## config.mk

```make
export PLATFORM = sky130hd
export DESIGN_NAME = cfs_sqrt_pipe
export DESIGN_NICKNAME = d
export VERILOG_FILES = /design/src/hdl/cfs_sqrt_pipe.sv
export SDC_FILE = /design/constraint.sdc
export NUM_CORES = 2
export LEC_CHECK = 0
export BUFFER_PORTS_ARGS = -buffer_cell sky130_fd_sc_hd__buf_2
export CORE_ASPECT_RATIO = 0.7
export CORE_MARGIN = 4
export CORE_UTILIZATION = 33
export CTS_CLUSTER_SIZE = 16
export DETAILED_ROUTE_END_ITERATION = 16
export GPL_TIMING_DRIVEN = 0
export PLACE_DENSITY = 0.44
export SLEW_MARGIN = 0
export SYNTH_ARGS = -nofsm -noshare
export SYNTH_HDL_FRONTEND = slang
export SYNTH_SLANG_ARGS = --single-unit
export TNS_END_PERCENT = 100
```

## constraint.sdc

```tcl
create_clock -name clk -period 3.95 [get_ports clk]
set_input_delay 0.5925 -clock clk [delete_from_list [all_inputs] [get_ports clk]]
set_output_delay 0.5925 -clock clk [all_outputs]
set_load 0.05 [all_outputs]
```

## src/hdl/cfs_sqrt_pipe.sv

```systemverilog
// Pipelined floor integer square root, one root bit per stage
`default_nettype none
module cfs_sqrt_pipe #(
  parameter int XW  = 47,
  parameter int SBW = 1,
  localparam int RW = (XW + 1) / 2
) (
  input  wire logic           clk,
  input  wire logic           rst_n,
  input  wire logic           in_valid,
  input  wire logic [XW-1:0]  in_x,
  input  wire logic [SBW-1:0] in_side,
  output logic                out_valid,
  output logic [RW-1:0]       out_root,
  output logic [SBW-1:0]      out_side
);

  localparam int XPW  = 2 * RW;
  localparam int REMW = RW + 2;

  logic [RW-1:0]   valid_r, valid_nxt;
  logic [XPW-1:0]  x_r    [RW];
  logic [XPW-1:0]  x_nxt  [RW];
  logic [REMW-1:0] rem_r  [RW];
  logic [REMW-1:0] rem_nxt[RW];
  logic [RW-1:0]   root_r [RW];
  logic [RW-1:0]   root_nxt[RW];
  logic [SBW-1:0]  sb_r   [RW];
  logic [SBW-1:0]  sb_nxt [RW];

  // one restoring step per stage
  always_comb begin
    logic [XPW-1:0]  xc;
    logic [REMW-1:0] rc;
    logic [RW-1:0]   oc;
    logic [REMW+1:0] cand;
    logic [REMW+1:0] trial;
    logic            take;
    for (int k = 0; k < RW; k++) begin
      if (k == 0) begin
        xc           = XPW'(in_x);
        rc           = '0;
        oc           = '0;
        valid_nxt[k] = in_valid;
        sb_nxt[k]    = in_side;
      end else begin
        xc           = x_r[k-1];
        rc           = rem_r[k-1];
        oc           = root_r[k-1];
        valid_nxt[k] = valid_r[k-1];
        sb_nxt[k]    = sb_r[k-1];
      end
      cand        = {rc, xc[XPW-1 -: 2]};
      trial       = (REMW+2)'({oc, 2'b01});
      take        = (cand >= trial);
      x_nxt[k]    = xc << 2;
      rem_nxt[k]  = take ? REMW'(cand - trial) : REMW'(cand);
      root_nxt[k] = {oc[RW-2:0], take};
    end
  end

  always_ff @(posedge clk) begin
    if (!rst_n) begin
      valid_r <= '0;
    end else begin
      valid_r <= valid_nxt;
    end
  end

  always_ff @(posedge clk) begin
    for (int k = 0; k < RW; k++) begin
      x_r[k]    <= x_nxt[k];
      rem_r[k]  <= rem_nxt[k];
      root_r[k] <= root_nxt[k];
      sb_r[k]   <= sb_nxt[k];
    end
  end

  assign out_valid = valid_r[RW-1];
  assign out_root  = root_r[RW-1];
  assign out_side  = sb_r[RW-1];

endmodule
`default_nettype wire

```

==> impl_results.md <==
- Synth-to-layout area growth: 17.4%
- Synth Cell Area: 0.0520 mm²
- Critical Path Start: root_r[2][120]
- Crit path capture type: register
- Crit path launch type: register
- Cells taking the most area after synthesis: dfxtp_1 56%, ha_1 7.8%, xnor2_1 4.1%
- Root buffer cell: clkbuf_16
- Period utilization: 96.5%
- Num CTS Buffers: 148
- Clock Latency Late Sink: 0.79 ns
- Hold path start: x_r[1][216]
- IO Pins: 77
- Core Region: 0.156 mm²
- Fillcell total: 15200
- Commonest cells after routing, fill and taps aside: 1458 x dfxtp_1, 411 x inv_1, 343 x nand2_1, 324 x ha_1, 303 x a21oi_1
- Final WL: 118000 µm
- First-pass GRT wire length: 187000 µm
- Top-area cell type share of the netlist area: 56.1%
- Post-Syn Nets: 5393
- Die area: 0.164 mm²
- Die Wd: 483 µm
- DR vias: 33900
- DRC: 0
- Met3 global-route usage: 3.43%
- Endpoints failing hold: 0
- Worst vdd ir: 0.415 mV
- F_max: 262 MHz
- Total of max-cap violations: 0
- Share of post-route cells with drive strength above 1: 8.50%
- Initial antenna violation count: 3
- Largest net degree at the start of global routing: 17
- Drt initial violations: 2187
- Area leader, netlist: dfxtp_1
- Core Rows: 121
- CP max FO: 10
- WP data required: 4.59 ns
- Rel. slew slack: 35.0%
- Post-synth EDFFs: 0
- Primary FF master, synth: dfxtp_1
- Power per cell area: 649 mW/mm²
- Met1 Track Usage GR: 25.6%
- Mapped Cells: 5018
- Met2 Track Usage GR: 15.3%
- Port Buf Inserts: 76
- Clock Sinks: 1458
- Worst slack, placed: -0.458 ns
- Final Critical Period: 3.81 ns
- Outcome: finished clean
- Crit path DAT: 4.45 ns
- Final Slew Violations: 0
- Final #Nets: 5673
- Clock Skew: 0.0554 ns
- Post-route ant nets: 0
- 1st-pass router iterations: 7
- Clock transition at path regs: 0.06 ns
- Static Leak: 28.2 nW
- WS Path Type: reg2reg
- Mean Syn Cell Area: 10.4 µm²
- Vias per inst: 4.52
- HPWL Detailed: 88700 µm
- CTS tree: yes
- Final WS setup: 0.140 ns
- Cells after DPL: 7185
- CTS max path bufs: 3
- Final setup violation count: 0
- #FFs+latches synth: 1458
- Async SR Flop Fraction: 0%
- Final cell count without fillers: 7516
- Initial Util: 33.3%
- Vias in the first global route: 32500
- Die Ht: 340 µm
- Finished Core Util: 39.1%
- RD Place Congestion: 0.853
- Routed len/inst: 15.7 µm
- Remaining global-route overflow: 0
- Crit Reg-Reg Startpoint: root_r[2][120]
- Commonest non-fill, non-tap cell in the layout: dfxtp_1
- Worst Hold Class: reg2reg
- Gr usage total: 14.3%
- Sequential area share after synthesis: 56.1%
- RSZ-0062 raised after global routing: true
- Actual slew at the worst max-slew pin: 0.967 ns
- Yosys warns: 0
- H-tree levels: 4
- Unique cell type count in the Yosys netlist: 87
- Most Crowded Layer GR: met1
synthesized netlist by cell type, types with 15 or more instances:
cell,n
a211o_1,15
a211oi_1,22
a21o_1,122
a21oi_1,303
a31oi_1,17
and2_1,34
and3_1,21
buf_2,15
clkbuf_1,66
dfxtp_1,1458
ha_1,324
inv_1,411
mux2_2,40
nand2_1,343
nand2b_1,65
nand3_1,86
nand4_1,43
nor2_1,285
nor2b_1,49
nor3_1,121
nor4_1,58
o211ai_1,22
o21a_1,52
o21ai_0,225
o21bai_1,25
o31ai_1,32
or2_2,32
or3_1,44
or4_1,29
xnor2_1,246
xor2_1,203
what timing repair did:
item | 4_1_cts | 5_1_grt
setup buffers | 2 | 1
pin swaps | 1 | 2
hold endpoints to repair | 51 | 0
setup endpoints to repair | 82 | 117
hold buffers | 51 | 0
resized for setup | 10 | 26
per-layer routing:
layer  share of wire, %  wire (µm)  vias to the layer above
met3                6.2       7310                      153
met2                 31      36000                      698
met4                1.9       2230                        0
met5                  0          0                        -
li1                   -          -                    17700
met1                 61      72500                    15400
flip-flops by register name, indices dropped and copies added (netlist names):
signal,cells
rem_r,558
root_r,300
sb_r,24
valid_r,24
x_r,552
worst paths after layout:
path                         to  depth (start not counted)  slack (ns)
hold reg to reg     x_r[1][264]                          0        0.31
hold / removal      x_r[1][264]                          0        0.31
setup / recovery  rem_r[2][174]                         12        0.14
setup reg to reg  rem_r[2][174]                         12        0.14
final cells by class:
cell class                 instances  area [µm²]  area share, %
antenna                            3        7.51         0.0123
sequential                      1458       29200           47.8
timing repair buffer             130         913           1.50
clock inverter                    70        1180           1.93
tap                             2091        2620           4.29
multi-input combinational       3061       21000           34.4
buffer                            86         354          0.580
inverter                         413        1550           2.54
clock buffer                     204        4210           6.90
power breakdown:
part	switching [mW]	internal [mW]
clock network	6.13	8.75
logic	3.43	2.66
registers	1.65	17.0
cells by family (layout without fill, tap and decap cells):
logic type / after synthesis / after routing / share of synthesized area, %
and+or+nand+nor: 1278 / 1278 / 12.3
xor gates and xnor gates: 449 / 449 / 7.56
other: 1 / 4 / 0.00721
DFF: 1458 / 1458 / 56.1
adders and majority gates: 324 / 324 / 7.79
muxes: 50 / 50 / 1.06
AOI/OAI and AO/OA: 959 / 959 / 11.6
buffers and inverters: 499 / 903 / 3.64
critical path: stages, from the launching register on:
cell and delay [ns]:
dfxtp_1 0.44, inv_1 0.07, ha_1 0.36, nor2b_1 0.16, o21ai_1 0.22, a2111oi_0 0.23
o31a_1 0.42, o311a_1 0.39, nor3b_4 0.49, buf_2 0.33, buf_2 0.31, nand2_1 0.08
o21ai_0 0.15
metrics by stage:
step | cell area, µm² | setup TNS [ns] | power [mW] | hold WS [ns]
after floorplan | 52000 | 0 | 22.9 | 0.310
after detailed placement | 55000 | -16.63 | 24.9 | 0.312
after global placement | 55000 | -18.74 | 24.9 | 0.310
after CTS | 61000 | 0 | 40.2 | 0.304
after global routing | 61000 | -0.170 | 41.9 | 0.316
final | 61100 | 0 | 39.6 | 0.307
Power figures use the tool's default switching activity.
