### src/hdl/cfs_pkg.sv
// Package: word types, status codes and fixed widths for the Cholesky factor unit
`default_nettype none
package cfs_pkg;

  localparam int FRAC_BITS_DEF = 16;

  // divider geometry: 64-bit magnitude, 31-bit divisor, 31 quotient bits
  localparam int DIV_MAG_W = 64;
  localparam int DIV_DEN_W = 31;
  localparam int DIV_Q_W   = 31;

  localparam logic signed [31:0] Q_MAX = 32'sh7FFF_FFFF;
  localparam logic signed [31:0] Q_MIN = 32'sh8000_0000;

  // status codes
  localparam logic [1:0] ST_OK     = 2'd0;
  localparam logic [1:0] ST_PIVOT  = 2'd1;
  localparam logic [1:0] ST_RADNEG = 2'd2;

  // register decode on paddr[2]
  localparam logic CFG_IDX_MIN_PIVOT = 1'b0;
  localparam logic [30:0] MIN_PIVOT_RST = 31'd1;

  typedef struct packed {
    logic signed [31:0] a00;
    logic signed [31:0] a01;
    logic signed [31:0] a02;
    logic signed [31:0] a11;
    logic signed [31:0] a12;
    logic signed [31:0] a22;
  } in_word_t;

  typedef struct packed {
    logic [30:0]        u00;
    logic signed [31:0] u01;
    logic signed [31:0] u02;
    logic [30:0]        u11;
    logic signed [31:0] u12;
    logic [30:0]        u22;
    logic [1:0]         status;
  } out_word_t;

endpackage
`default_nettype wire

### src/hdl/cfs_div_pipe.sv
// Pipelined signed-magnitude divider with saturation to 32 bits, one quotient bit per stage
`default_nettype none
module cfs_div_pipe import cfs_pkg::*; #(
  parameter int SBW = 1
) (
  input  wire logic                 clk,
  input  wire logic                 rst_n,
  input  wire logic                 in_valid,
  input  wire logic [DIV_MAG_W-1:0] in_mag,
  input  wire logic                 in_neg,
  input  wire logic [DIV_DEN_W-1:0] in_den,
  input  wire logic [SBW-1:0]       in_side,
  output logic                      out_valid,
  output logic signed [31:0]        out_q,
  output logic [SBW-1:0]            out_side
);

  localparam int NS = DIV_Q_W + 1;
  localparam int HW = DIV_MAG_W - DIV_Q_W;

  logic [NS-1:0]        valid_r, valid_nxt;
  logic [NS-1:0]        ovf_r, ovf_nxt;
  logic [NS-1:0]        neg_r, neg_nxt;
  logic [DIV_DEN_W-1:0] rem_r  [NS];
  logic [DIV_DEN_W-1:0] rem_nxt[NS];
  logic [DIV_Q_W-1:0]   low_r  [NS];
  logic [DIV_Q_W-1:0]   low_nxt[NS];
  logic [DIV_Q_W-1:0]   q_r    [NS];
  logic [DIV_Q_W-1:0]   q_nxt  [NS];
  logic [DIV_DEN_W-1:0] den_r  [NS];
  logic [DIV_DEN_W-1:0] den_nxt[NS];
  logic [SBW-1:0]       sb_r   [NS];
  logic [SBW-1:0]       sb_nxt [NS];

  logic                 out_v_r;
  logic signed [31:0]   out_q_r, out_q_nxt;
  logic [SBW-1:0]       out_sb_r;

  // stage 0 flags overflow, later stages shift in one quotient bit each
  always_comb begin
    logic [HW-1:0]        hi;
    logic [DIV_DEN_W:0]   cand;
    logic                 take;
    for (int k = 0; k < NS; k++) begin
      if (k == 0) begin
        hi           = in_mag[DIV_MAG_W-1:DIV_Q_W];
        cand         = '0;
        take         = 1'b0;
        valid_nxt[k] = in_valid;
        ovf_nxt[k]   = (hi >= HW'(in_den));
        neg_nxt[k]   = in_neg;
        rem_nxt[k]   = ovf_nxt[k] ? '0 : DIV_DEN_W'(hi);
        low_nxt[k]   = in_mag[DIV_Q_W-1:0];
        q_nxt[k]     = '0;
        den_nxt[k]   = in_den;
        sb_nxt[k]    = in_side;
      end else begin
        hi           = '0;
        cand         = {rem_r[k-1], low_r[k-1][DIV_Q_W-1]};
        take         = (cand >= {1'b0, den_r[k-1]});
        valid_nxt[k] = valid_r[k-1];
        ovf_nxt[k]   = ovf_r[k-1];
        neg_nxt[k]   = neg_r[k-1];
        rem_nxt[k]   = take ? DIV_DEN_W'(cand - {1'b0, den_r[k-1]}) : DIV_DEN_W'(cand);
        low_nxt[k]   = low_r[k-1] << 1;
        q_nxt[k]     = {q_r[k-1][DIV_Q_W-2:0], take};
        den_nxt[k]   = den_r[k-1];
        sb_nxt[k]    = sb_r[k-1];
      end
    end
  end

  // sign and saturation
  always_comb begin
    if (ovf_r[NS-1]) begin
      out_q_nxt = neg_r[NS-1] ? Q_MIN : Q_MAX;
    end else if (neg_r[NS-1]) begin
      out_q_nxt = -$signed({1'b0, q_r[NS-1]});
    end else begin
      out_q_nxt = $signed({1'b0, q_r[NS-1]});
    end
  end

  always_ff @(posedge clk) begin
    if (!rst_n) begin
      valid_r <= '0;
      out_v_r <= 1'b0;
    end else begin
      valid_r <= valid_nxt;
      out_v_r <= valid_r[NS-1];
    end
  end

  always_ff @(posedge clk) begin
    ovf_r <= ovf_nxt;
    neg_r <= neg_nxt;
    for (int k = 0; k < NS; k++) begin
      rem_r[k] <= rem_nxt[k];
      low_r[k] <= low_nxt[k];
      q_r[k]   <= q_nxt[k];
      den_r[k] <= den_nxt[k];
      sb_r[k]  <= sb_nxt[k];
    end
    out_q_r  <= out_q_nxt;
    out_sb_r <= sb_r[NS-1];
  end

  assign out_valid = out_v_r;
  assign out_q     = out_q_r;
  assign out_side  = out_sb_r;

endmodule
`default_nettype wire

### config.mk
export PLATFORM = sky130hd
export DESIGN_NAME = cfs_div_pipe
export DESIGN_NICKNAME = d
export VERILOG_FILES = /design/src/hdl/cfs_pkg.sv /design/src/hdl/cfs_div_pipe.sv
export SDC_FILE = /design/constraint.sdc
export NUM_CORES = 2
export LEC_CHECK = 0
export BUFFER_PORTS_ARGS = -buffer_cell sky130_fd_sc_hd__buf_2
export CAP_MARGIN = 0
export CORE_ASPECT_RATIO = 1.4
export CORE_MARGIN = 10
export CORE_UTILIZATION = 50
export CTS_CLUSTER_SIZE = 30
export DETAILED_ROUTE_END_ITERATION = 10
export HOLD_SLACK_MARGIN = 0.06
export PLACE_DENSITY = 0.65
export SLEW_MARGIN = 10
export SYNTH_ARGS = -nofsm -noshare
export SYNTH_HDL_FRONTEND = slang
export SYNTH_SLANG_ARGS = --single-unit
### constraint.sdc
create_clock -name clk -period 4.4 [get_ports clk]
set_input_delay 0.22 -clock clk [delete_from_list [all_inputs] [get_ports clk]]
set_output_delay 0.22 -clock clk [all_outputs]
set_load 0.02 [all_outputs]
==> metrics <==
outcome finished clean; number of vias per cell approximately 5.3; DR pass1 iterations 8; H-tree levels 5; final setup TNS 0 ns; VDD IR-drop max around 380 uV; Avg Synthesized Cell Area 9.90 um^2; period utilization 0.928; Syn-to-layout area delta 13.7%; Relative slew margins 0.267; fill count roughly 21,000; PnR worst setup slack about 0.32 ns; Worst R2R Path Depth 12; final hold viol count 0; Max Fclk between 200 and 250 MHz; crit path max fanout 38; Worst Path Arrival ~4.8 ns; PwrDens 829 nW/um^2; Clock Skews between 0.03 and 0.04 ns; core area roughly 240,000 um^2; Yosys top cell by area dfxtp_1; RSZ-0062 raised after global routing no; #FFs+latches synth slightly above 3,000; # setup viols final 0; clock sinks between 3,000 and 4,000; layout cells sized above 1 0.0863; Root Buffer clkbuf_16; Via Count slightly below 90,000; post-route ant nets 0; synthesized area around 120,000 um^2; CTS tree built; full die area approximately 270,000 um^2; Syn Inst Count 12,393; Worst Max-Slew Pin Slew 1.09 ns; CTS Buffer Depth 4; Max-Cap Viols 0; Post-Syn Nets approximately 14,000; Hold/Removal Path Class in2reg; hpwl dp 238 mm; final slew viol count 0; hold path startpoint in_mag[6]; register area share after synthesis 0.502; WHS Endpoint low_r[0][6]; largest cells by area after synthesis dfxtp_1 50%, ha_1 10%, a21oi_1 4.2%; synth unique cells 90; gr usage total 0.222; register area approximately 62,000 um^2; area occupied by multi-input gates about 56,000 um^2; Die Wd ~440 um; Post-synth top flop dfxtp_1; Hold Path Depth 2; First DRT Iteration DRCs ~4,600; crit path time final ~4 ns; Synth top area share 0.502; Reg clk slew, reported paths 0.07 ns; Post-CTS Setup Inserts 0; chip height around 600 um; Routed WL roughly 300 mm; Syn. warnings 0; worst r2r src den_r[1][250]; post-synthesis async set-or-reset flop share 0; WS Path Type reg2reg; I/O pin cnt 134; Nets approximately 14,000; dpl ws roughly 0.00075 ns; gr ovfl total 0; gpl congestion between 0.9 and 1; cts bufs inserted ~300; Static Leakage roughly 65 nW; buffers added on ports around 130; WP data required between 5 and 6 ns; Post-synth EDFFs 0; Clk Latency, worst-skew pair around 0.87 ns; Critical Path Source Type flop; largest net degree at the start of global routing just over 60; Critical Path Sink Type flop; Residual DRC 0; WL per Instance between 15 and 20 um; first-pass GRT wire length 478 mm; Initial Util 0.501; reg-to-reg endpoint rem_r[1][282]; Rows 215; vias in the first global route 89,817; initial antenna violation count 13; reg-to-reg slack, setup around 0.32 ns
metal layers:
| metal | up-vias | routed length [um] | track usage |
|---|---|---|---|
| li1 | 43519 | - | - |
| met4 | 0 | 20400 | 0.138 |
| met5 | - | 0 | 0 |
| met2 | 1928 | 163000 | 0.434 |
| met1 | 40699 | 110000 | 0.219 |
| met3 | 890 | 10200 | 0.0287 |
worst max-delay path: stages (launching register included):
cell and delay [ns]:
dfxtp_1 0.57, inv_1 0.10, ha_1 0.36, nor2b_1 0.18, o2111ai_1 0.25, nand3_1 0.23
a31oi_1 0.30, o21ai_0 0.19, o211ai_1 0.25, a31oi_1 0.18, or4_2 0.59, buf_4 0.29
a21oi_2 0.43
state kept, by name, summed over array words and instances (netlist names):
| register | count |
|---|---|
| den_r | 961 |
| rem_r | 961 |
| low_r | 496 |
| q_r | 496 |
| neg_r | 32 |
| out_q | 32 |
| ovf_r | 32 |
| sb_r | 32 |
| valid_r | 32 |
| out_side | 1 |
| out_valid | 1 |
metrics by stage:
stage	power, mW	hold WS, ns	instance area (um^2)	std cells	util
floorplan	76.7	0.248	123000	12393	-
global placement	89.4	0.309	128000	15629	0.521
detailed placement	90.2	0.312	128000	15629	0.521
CTS	116	0.0690	139000	16340	0.569
global route	124	0.109	140000	16373	0.570
finish	116	0.123	140000	16380	0.570
area by class of cell:
class                   count  share of cell area
multi-input cells        7836               0.400
repair buffers            428              0.0255
clock buffers             414              0.0614
clock inverters           102             0.00873
well taps                3255              0.0292
flip-flops and latches   3076               0.441
diodes                     39            0.000699
inverters                1230              0.0331
synth_stat cells (25+ instances only):
| cell type | count |
|---|---|
| dfxtp_1 | 3076 |
| inv_1 | 1230 |
| a21oi_1 | 1022 |
| ha_1 | 993 |
| nand2_1 | 738 |
| o21ai_0 | 692 |
| nor2_1 | 686 |
| a21o_1 | 553 |
| xnor2_1 | 465 |
| mux2_2 | 327 |
| xor2_1 | 321 |
| clkbuf_1 | 210 |
| nand3_1 | 167 |
| nor2b_1 | 158 |
| nand2b_1 | 130 |
| nor3_1 | 126 |
| o21a_1 | 126 |
| and2_1 | 122 |
| nand4_1 | 118 |
| o21bai_1 | 117 |
| a31oi_1 | 115 |
| and3_1 | 83 |
| a211oi_1 | 66 |
| o31ai_1 | 62 |
| o211ai_1 | 42 |
| a211o_1 | 40 |
| or3_1 | 37 |
| or2_2 | 33 |
| fa_1 | 30 |
| nor4_1 | 30 |
| mux2i_1 | 29 |
| o22ai_1 | 26 |
| a21boi_0 | 25 |
| o31a_1 | 25 |
power breakdown:
| group | switching (mW) | total (mW) | leakage, nW | internal [mW] |
|---|---|---|---|---|
| clock | 10.5 | 25.4 | 4.77 | 14.9 |
| combinational | 27.0 | 49.4 | 34.2 | 22.4 |
| sequential | 5.11 | 40.9 | 25.9 | 35.8 |
| total | 42.6 | 116 | 64.9 | 73.0 |
worst max path at each step:
stage                             start       endpoint  slack [ns]  cells past startpoint
after floorplan           low_r[1][402]  rem_r[1][416]        0.95                     14
after global placement    den_r[1][250]  rem_r[1][282]       -0.02                     12
after detailed placement  den_r[1][250]  rem_r[1][282]      0.0008                     12
after CTS                 den_r[1][250]  rem_r[1][282]        0.21                     12
after global routing       den_r[0][64]  rem_r[0][123]        0.01                     13
final                     den_r[1][250]  rem_r[1][282]        0.32                     12
kinds of logic after synthesis:
| logic type | share of synthesized area |
|---|---|
| multiplexers | 0.0324 |
| AND/OR/NAND/NOR | 0.0989 |
| flip-flops | 0.502 |
| adder cells (fa/ha/maj) | 0.106 |
| XOR/XNOR | 0.0561 |
| buffers and inverters | 0.0455 |
| AO/OA/AOI/OAI | 0.159 |
layout by cell type (no fill, tap or decap), types with 33 or more instances in the layout:
cell type / netlist / layout
buf_2: 24 / 133
nand2b_1: 130 / 130
o21ai_0: 692 / 691
and2_1: 122 / 122
diode_2: 0 / 39
and3_1: 83 / 82
a31oi_1: 115 / 106
o21bai_1: 117 / 117
nor2b_1: 158 / 158
clkinv_2: 0 / 37
a21oi_1: 1022 / 1020
inv_1: 1230 / 1230
nor2_1: 686 / 686
clkbuf_8: 0 / 57
dfxtp_1: 3076 / 3074
xnor2_1: 465 / 465
a21o_1: 553 / 553
clkbuf_16: 0 / 303
nand2_1: 738 / 738
or3_1: 37 / 37
xor2_1: 321 / 321
o211ai_1: 42 / 42
ha_1: 993 / 993
mux2_2: 327 / 327
clkbuf_1: 210 / 54
dlygate4sd3_1: 0 / 195
or2_2: 33 / 33
nand4_1: 118 / 118
buf_4: 0 / 85
nand3_1: 167 / 166
nor3_1: 126 / 126
a211oi_1: 66 / 66
o21a_1: 126 / 126
o31ai_1: 62 / 61
a211o_1: 40 / 40
what timing repair did:
action,CTS,global route
endpoints found under the hold margin,129,0
gates resized for setup,1,0
hold buffers,195,0
setup endpoints to repair,1,0
Note: power is estimated with default switching activity, not from simulation.
